**src/design/pacu_pkg.sv**
```systemverilog
`timescale 1ns / 1ps
`default_nettype none

package pacu_pkg;

    typedef logic        [7:0]  byte_t;
    typedef logic signed [23:0] pressure_q8_t;
    typedef logic        [15:0] airspeed_q8_t;
    typedef logic signed [16:0] temperature_q8_t;

    // Calibration
    localparam int CAL_SAMPLES_DEF = 100;
    localparam int CAL_CNT_W       = 7;
    localparam int CAL_SUM_W       = 21;

    // Pascal per count scale: K_NUM / K_DEN, times 256 for Q8
    localparam int K_NUM = 172369;
    localparam int K_DEN = 163830;

    // Pressure divider: remainder holds up to 127 * K_DEN, quotient 30 bits
    localparam int DIV_W     = 25;
    localparam int DIV_STEPS = 30;

    // Temperature: (raw * 102400 + 2047) / 4094 - 12800
    localparam int T_SCALE  = 102400;
    localparam int T_BIAS   = 2047;
    localparam int T_DIV    = 4094;
    localparam int T_OFFSET = 12800;
    localparam int T_STEPS  = 16;

    // Square root: largest k with 49 * k^2 <= y, two bits of y per step
    localparam int SQ_STEPS = 24;
    localparam int SQ_ODD   = 49;
    localparam int SQ_TWO   = 196;

endpackage

`default_nettype wire

```
**src/design/pitot_airspeed_conditioner_unit.sv**
```systemverilog
`timescale 1ns / 1ps
`default_nettype none
// Pitot airspeed conditioner.
// Input channel (s_valid / s_ready): one 4-byte sensor frame per word plus
// s_frame_ok, which flags a complete read. Result channel (m_valid / m_ready):
// one word per input word with zero-corrected pressure, airspeed and
// temperature in Q8, plus m_sample_valid and m_calibrating.
// After reset the first CAL_SAMPLES good frames are summed into the zero
// offset; those words, and every failed read, come out with zero fields and
// m_sample_valid low.
// A word that yields a sample goes from accept to m_valid through the
// setup states ST_CALC and ST_MUL, a 30-step bit-serial divider for the
// pressure scale, a rounding state, a 24-step two-bit-per-step square root
// and the output state ST_DONE. Other words go straight to ST_DONE. Each
// word reaches ST_DONE before the next one is accepted.
// The result sits in an output register: a stalled m_ready does not stop
// the next word from being accepted and worked on; the block only waits
// at the end of that word until the output register frees up.
// Reset (aresetn low, synchronous) clears the calibration count and sum and
// drops any word in flight.
module pitot_airspeed_conditioner_unit #(
    parameter int CAL_SAMPLES = pacu_pkg::CAL_SAMPLES_DEF
) (
    input  wire                        aclk,
    input  wire                        aresetn,
    input  wire                        s_valid,
    output logic                       s_ready,
    input  wire pacu_pkg::byte_t       s_status_pressure_high,
    input  wire pacu_pkg::byte_t       s_pressure_low,
    input  wire pacu_pkg::byte_t       s_temperature_high,
    input  wire pacu_pkg::byte_t       s_temperature_low,
    input  wire                        s_frame_ok,
    output logic                       m_valid,
    input  wire                        m_ready,
    output pacu_pkg::pressure_q8_t     m_pressure_q8,
    output pacu_pkg::airspeed_q8_t     m_airspeed_q8,
    output pacu_pkg::temperature_q8_t  m_temperature_q8,
    output logic                       m_sample_valid,
    output logic                       m_calibrating
);
    import pacu_pkg::*;

    localparam logic [CAL_CNT_W-1:0] CAL_N = CAL_CNT_W'(CAL_SAMPLES);
    localparam logic [DIV_W-1:0]     DEN   = DIV_W'(CAL_SAMPLES * K_DEN);

    // Sequencer codes
    localparam logic [2:0] ST_IDLE  = 3'd0;
    localparam logic [2:0] ST_CALC  = 3'd1;
    localparam logic [2:0] ST_MUL   = 3'd2;
    localparam logic [2:0] ST_DIV   = 3'd3;
    localparam logic [2:0] ST_ROUND = 3'd4;
    localparam logic [2:0] ST_SQRT  = 3'd5;
    localparam logic [2:0] ST_DONE  = 3'd6;

    logic [2:0]             state_reg, state_next;
    logic [4:0]             cnt_reg, cnt_next;
    logic [CAL_CNT_W-1:0]   cal_count_reg, cal_count_next;
    logic [CAL_SUM_W-1:0]   cal_sum_reg, cal_sum_next;
    logic                   item_valid_reg, item_valid_next;
    logic                   item_cal_reg, item_cal_next;
    logic [13:0]            rawp_reg, rawp_next;
    logic [10:0]            rawt_reg, rawt_next;
    logic                   neg_reg, neg_next;
    logic [21:0]            mag_reg, mag_next;
    logic [27:0]            tnum_reg, tnum_next;
    logic [DIV_W-1:0]       drem_reg, drem_next;
    logic [29:0]            dquo_reg, dquo_next;
    logic [11:0]            trem_reg, trem_next;
    logic [15:0]            tquo_reg, tquo_next;
    logic [47:0]            y_reg, y_next;
    logic [27:0]            srem_reg, srem_next;
    logic [28:0]            st_reg, st_next;
    logic [20:0]            root_reg, root_next;
    pressure_q8_t           p_res_reg, p_res_next;
    airspeed_q8_t           v_res_reg, v_res_next;
    temperature_q8_t        t_res_reg, t_res_next;
    logic                   m_valid_reg, m_valid_next;
    pressure_q8_t           m_p_reg, m_p_next;
    airspeed_q8_t           m_v_reg, m_v_next;
    temperature_q8_t        m_t_reg, m_t_next;
    logic                   m_sv_reg, m_sv_next;
    logic                   m_cal_reg, m_cal_next;

    // Datapath pieces
    logic                   in_cal;
    logic [22:0]            diff;
    logic [39:0]            num_prod;
    logic [DIV_W:0]         dsh;
    logic                   dge;
    logic [DIV_W-1:0]       drem_step;
    logic [12:0]            tsh;
    logic                   tge;
    logic [11:0]            trem_step;
    logic                   round_up;
    logic [30:0]            q_round;
    logic [29:0]            ssh;
    logic [29:0]            strial;
    logic                   sge;
    logic [27:0]            srem_step;
    logic [20:0]            root_step;
    logic [28:0]            st_step;
    logic [21:0]            root_inc;

    // Calibration still open while the count is short of CAL_SAMPLES
    assign in_cal = cal_count_reg < CAL_N;

    // raw * N - sum, as a signed 23-bit value
    assign diff = {2'b00, 21'(rawp_reg) * 21'(CAL_N)} - {2'b00, cal_sum_reg};

    assign num_prod = 40'(mag_reg) * 40'(K_NUM);

    // Restoring divide step, pressure: one quotient bit per cycle
    assign dsh       = {drem_reg, dquo_reg[29]};
    assign dge       = dsh >= {1'b0, DEN};
    assign drem_step = dge ? DIV_W'(dsh - {1'b0, DEN}) : dsh[DIV_W-1:0];

    // Restoring divide step, temperature
    assign tsh       = {trem_reg, tquo_reg[15]};
    assign tge       = tsh >= 13'(T_DIV);
    assign trem_step = tge ? 12'(tsh - 13'(T_DIV)) : tsh[11:0];

    // Round half up: add one when twice the remainder reaches the divisor
    assign round_up = {drem_reg, 1'b0} >= {1'b0, DEN};
    assign q_round  = {1'b0, dquo_reg} + 31'(round_up);

    // Square root step; st_reg tracks 196 * root, trial is 49 * (4 * root + 1)
    assign ssh       = {srem_reg, y_reg[47:46]};
    assign strial    = {1'b0, st_reg} + 30'(SQ_ODD);
    assign sge       = ssh >= strial;
    assign srem_step = sge ? 28'(ssh - strial) : ssh[27:0];
    assign root_step = {root_reg[19:0], sge};
    assign st_step   = 29'({st_reg, 1'b0} + (sge ? 30'(SQ_TWO) : 30'd0));
    assign root_inc  = {1'b0, root_step} + 22'd1;

    always_comb begin
        state_next      = state_reg;
        cnt_next        = cnt_reg;
        cal_count_next  = cal_count_reg;
        cal_sum_next    = cal_sum_reg;
        item_valid_next = item_valid_reg;
        item_cal_next   = item_cal_reg;
        rawp_next       = rawp_reg;
        rawt_next       = rawt_reg;
        neg_next        = neg_reg;
        mag_next        = mag_reg;
        tnum_next       = tnum_reg;
        drem_next       = drem_reg;
        dquo_next       = dquo_reg;
        trem_next       = trem_reg;
        tquo_next       = tquo_reg;
        y_next          = y_reg;
        srem_next       = srem_reg;
        st_next         = st_reg;
        root_next       = root_reg;
        p_res_next      = p_res_reg;
        v_res_next      = v_res_reg;
        t_res_next      = t_res_reg;
        m_p_next        = m_p_reg;
        m_v_next        = m_v_reg;
        m_t_next        = m_t_reg;
        m_sv_next       = m_sv_reg;
        m_cal_next      = m_cal_reg;
        // Drop the output word once taken
        m_valid_next    = m_valid_reg && !m_ready;

        case (state_reg)
            ST_IDLE: begin
                if (s_valid) begin
                    rawp_next       = {s_status_pressure_high[5:0], s_pressure_low};
                    rawt_next       = {s_temperature_high, s_temperature_low[7:5]};
                    item_cal_next   = in_cal;
                    item_valid_next = s_frame_ok && !in_cal;
                    p_res_next      = '0;
                    v_res_next      = '0;
                    t_res_next      = '0;
                    // Fold a good frame into the offset while calibrating
                    if (s_frame_ok && in_cal) begin
                        cal_sum_next   = cal_sum_reg + CAL_SUM_W'({s_status_pressure_high[5:0],
                                                                   s_pressure_low});
                        cal_count_next = cal_count_reg + CAL_CNT_W'(1);
                    end
                    state_next = (s_frame_ok && !in_cal) ? ST_CALC : ST_DONE;
                end
            end
            ST_CALC: begin
                neg_next   = diff[22];
                mag_next   = diff[22] ? 22'(-diff) : diff[21:0];
                tnum_next  = 28'(rawt_reg) * 28'(T_SCALE) + 28'(T_BIAS);
                state_next = ST_MUL;
            end
            ST_MUL: begin
                // Dividend is num_prod * 256; the top 18 bits stay below the divisor
                drem_next  = DIV_W'(num_prod[39:22]);
                dquo_next  = {num_prod[21:0], 8'd0};
                trem_next  = tnum_reg[27:16];
                tquo_next  = tnum_reg[15:0];
                cnt_next   = '0;
                state_next = ST_DIV;
            end
            ST_DIV: begin
                drem_next = drem_step;
                dquo_next = {dquo_reg[28:0], dge};
                if (cnt_reg < 5'(T_STEPS)) begin
                    trem_next = trem_step;
                    tquo_next = {tquo_reg[14:0], tge};
                end
                cnt_next = cnt_reg + 5'd1;
                if (cnt_reg == 5'(DIV_STEPS - 1)) begin
                    state_next = ST_ROUND;
                end
            end
            ST_ROUND: begin
                p_res_next = neg_reg ? 24'(-q_round) : q_round[23:0];
                t_res_next = 17'({1'b0, tquo_reg} - 17'(T_OFFSET));
                // y = q * 81920 = q * (2^16 + 2^14)
                y_next     = (48'(q_round) << 16) + (48'(q_round) << 14);
                srem_next  = '0;
                st_next    = '0;
                root_next  = '0;
                cnt_next   = '0;
                state_next = ST_SQRT;
            end
            ST_SQRT: begin
                y_next    = {y_reg[45:0], 2'b00};
                srem_next = srem_step;
                st_next   = st_step;
                root_next = root_step;
                cnt_next  = cnt_reg + 5'd1;
                if (cnt_reg == 5'(SQ_STEPS - 1)) begin
                    // airspeed = (k + 1) / 2, saturated to 16 bits
                    v_res_next = (|root_inc[21:17]) ? 16'hFFFF : root_inc[16:1];
                    state_next = ST_DONE;
                end
            end
            ST_DONE: begin
                // Hold until the output register is free
                if (!m_valid_reg || m_ready) begin
                    m_valid_next = 1'b1;
                    m_p_next     = p_res_reg;
                    m_v_next     = v_res_reg;
                    m_t_next     = t_res_reg;
                    m_sv_next    = item_valid_reg;
                    m_cal_next   = item_cal_reg;
                    state_next   = ST_IDLE;
                end
            end
            default: begin
                state_next = ST_IDLE;
            end
        endcase
    end

    always_ff @(posedge aclk) begin
        if (!aresetn) begin
            state_reg     <= ST_IDLE;
            cnt_reg       <= '0;
            cal_count_reg <= '0;
            cal_sum_reg   <= '0;
            m_valid_reg   <= 1'b0;
        end else begin
            state_reg     <= state_next;
            cnt_reg       <= cnt_next;
            cal_count_reg <= cal_count_next;
            cal_sum_reg   <= cal_sum_next;
            m_valid_reg   <= m_valid_next;
        end
    end

    always_ff @(posedge aclk) begin
        item_valid_reg <= item_valid_next;
        item_cal_reg   <= item_cal_next;
        rawp_reg       <= rawp_next;
        rawt_reg       <= rawt_next;
        neg_reg        <= neg_next;
        mag_reg        <= mag_next;
        tnum_reg       <= tnum_next;
        drem_reg       <= drem_next;
        dquo_reg       <= dquo_next;
        trem_reg       <= trem_next;
        tquo_reg       <= tquo_next;
        y_reg          <= y_next;
        srem_reg       <= srem_next;
        st_reg         <= st_next;
        root_reg       <= root_next;
        p_res_reg      <= p_res_next;
        v_res_reg      <= v_res_next;
        t_res_reg      <= t_res_next;
        m_p_reg        <= m_p_next;
        m_v_reg        <= m_v_next;
        m_t_reg        <= m_t_next;
        m_sv_reg       <= m_sv_next;
        m_cal_reg      <= m_cal_next;
    end

    assign s_ready          = (state_reg == ST_IDLE);
    assign m_valid          = m_valid_reg;
    assign m_pressure_q8    = m_p_reg;
    assign m_airspeed_q8    = m_v_reg;
    assign m_temperature_q8 = m_t_reg;
    assign m_sample_valid   = m_sv_reg;
    assign m_calibrating    = m_cal_reg;

endmodule

`default_nettype wire

```
**config.mk**
```make
export PLATFORM = sky130hd
export DESIGN_NAME = pitot_airspeed_conditioner_unit
export DESIGN_NICKNAME = d
export VERILOG_FILES = /design/src/design/pacu_pkg.sv /design/src/design/pitot_airspeed_conditioner_unit.sv
export SDC_FILE = /design/constraint.sdc
export NUM_CORES = 1
export LEC_CHECK = 0
export BUFFER_PORTS_ARGS = -buffer_cell sky130_fd_sc_hd__buf_2
export CORE_ASPECT_RATIO = 2
export CORE_MARGIN = 3
export CORE_UTILIZATION = 40
export CTS_CLUSTER_DIAMETER = 80
export DETAILED_ROUTE_END_ITERATION = 10
export GPL_TIMING_DRIVEN = 0
export SYNTH_ARGS = -nofsm -noshare
export SYNTH_HDL_FRONTEND = slang
export SYNTH_SLANG_ARGS = --single-unit
export TNS_END_PERCENT = 5
```
**constraint.sdc**
```tcl
create_clock -name aclk -period 7.7 [get_ports aclk]
set_input_delay 0.77 -clock aclk [delete_from_list [all_inputs] [get_ports aclk]]
set_output_delay 0.77 -clock aclk [all_outputs]
set_load 0.02 [all_outputs]
```
==> out/metrics.cfg <==
[floorplanning]
start_util=0.406
die_w_microns=200
rows=141
die-area_sq_um=78800
die_h_microns=394
io_pins=98
coreArea_sq_um=74300

[clocking]
cts.htree.levels=2
clkLatencyLatePin_ps=610
cts.root.buffer_cell=clkbuf_16
cts_buffer_depth=3
cts_tree=yes
cts_sinks=407
cts.hold.buffers_added=0
cts_buffers=42
clk_pin_slew_ps=60

[timing]
hold_viol_final=0
skew_ps=53.1
period_share=0.965
fin_crit_ps=7430
worstMarginPinSlew_ps=1250
drv_slew=0
worst_hold_slack_ps=334
slew_headroom=0.157
rsz0062_at_grt=no
fmax_mhz=135
setup_viol_count_final=0

[routing]
first_pass_iters=5
wl_per_cell_microns=18.1
ant_nets=0
vias=22200
wl_microns=76900
drc=0
viasPerCell=5.22
drt_iter0_markers=990

[cells_and_area]
num-fill-cells=7124
nNetsFinal=3671
layout-drive-gt1-share=0.0693
largest_reg_flops=34
regArea_sq_um=11900
stdcell_area_sq_um=33400
fin_cells=4247
syn2layout_area_growth_pct=10.8
multiInputGateArea_sq_um=16600
final_util=0.449

[synth]
synthCells=3071
synth_top_area_share=0.369
synth.area.top_cells=edfxtp_1 37%, ha_1 14%, fa_1 5.4%
synth.cell_area_sq_um=30100
synth_top_cells_by_count=370 x edfxtp_1, 340 x inv_1, 336 x ha_1, 271 x nand2_1, 251 x nor2_1
synth_top_flop_cell=edfxtp_1
synth_top_area_cell=edfxtp_1
ys_types=92
synth_nets=3525
syn_avg_cell_area_sq_um=9.81
synthArstFlopShare=0
yosys_warnings=0
yosysSeqAreaShare=0.393
synth.most_common_cell=edfxtp_1
synth_seq_cells=407
synth_enable_flop_cells=370

[setup_path]
required_ps=7970
startpoint_type=flop
crit_arrival_ps=7700
endpoint_kind=flop
critical_path.max_fanout=10
critPathKind=reg2reg

[run_status]
status=complete, no violations

[placement]
post_dp_cell_area_sq_um=32000
gp_congestion=0.905
place_hpwl_microns=62800
dp_cells=4174
portBuffers=90

[global_routing]
antenna_found_initial=1
first_global_vias=22800
grt.overflow.total=0
grt_max_degree=65
grt_pass1_wl_microns=120000
grt.total_usage=0.195

[flow_run]
maxCapViolations=0

[hold_path]
hold_path.class=in2reg

[cells in the final DEF (no fill, tap or decap), types with 88 or more instances in the layout]
cell	n
inv_1	340
nand2_1	270
xor2_1	112
ha_1	336
xnor2_1	175
buf_2	105
nand3_1	88
edfxtp_1	370
a21oi_1	210
nor2_1	251
o21ai_0	109
[worst max-delay path: stages, from the launching register on]
cell      delay, ps
edfxtp_1        400
or3_1           440
or4b_1          590
a21boi_1        240
o21a_1          290
buf_4           240
o21ai_0         110
ha_1            250
ha_1            190
buf_2           170
and4_1          240
nand4_1         260
nor2_1           90
xnor2_1         280
inv_1           120
ha_1            390
nand4_1         210
nor4b_1         740
o21ai_0         280
nand3_1         160
nand2_1         170
o21ai_0         320
nand3_1         120
o21ai_0         790
[per-stage QoR]
step | TNS, ps | worst slack [ps]
CTS | 0 | 232
global route | 0 | 24.1
floorplan | 0 | 2200
finish | 0 | 267
detailed placement | 0 | 270
global placement | -56010 | -963
[per-layer routing]
| layer | routed length (microns) | track usage |
|---|---|---|
| met4 | 5690 | 0.126 |
| met3 | 1920 | 0.0201 |
| met1 | 25900 | 0.180 |
| met5 | 13 | 0 |
| met2 | 43300 | 0.390 |
[timing repair]
item	in CTS	in global routing
setup buffers	0	0
gates resized for setup	0	0
setup endpoints to repair	0	15
[worst paths after layout]
kind | start | endpoint | slack (ps) | cells past startpoint
setup reg to reg | drem_reg[6]$_DFFE_PP_ | y_reg[47]$_DFFE_PP_ | 270 | 23
hold reg to reg | p_res_reg[5]$_SDFFCE_PN0P_ | m_pressure_q8[5]$_DFFE_PP_ | 410 | 0
setup / recovery | drem_reg[6]$_DFFE_PP_ | y_reg[47]$_DFFE_PP_ | 270 | 23
hold / removal | s_temperature_low[7] | rawt_reg[2]$_DFFE_PP_ | 330 | 1
[kinds of logic after synthesis]
group,Yosys count,synth area share
flip-flops,407,0.393
adder cells (fa/ha/maj),417,0.193
buffers and inverters,437,0.0553
AO/OA/AOI/OAI,578,0.121
XOR/XNOR,287,0.0835
multiplexers,11,0.00378
AND/OR/NAND/NOR,934,0.150
[final cells by class]
class / instances / share of cell area
antenna: 1 / 0.0000750
buffer: 93 / 0.0114
clock buffer: 50 / 0.0330
clock inverter: 22 / 0.00656
inverter: 343 / 0.0386
multi-input combinational: 2227 / 0.498
sequential: 407 / 0.355
tap: 1001 / 0.0375
timing repair buffer: 103 / 0.0192
Power is left out: the tool's default activity adds up to more than one toggle a clock period on the data nets, which glitch-free logic cannot reach.
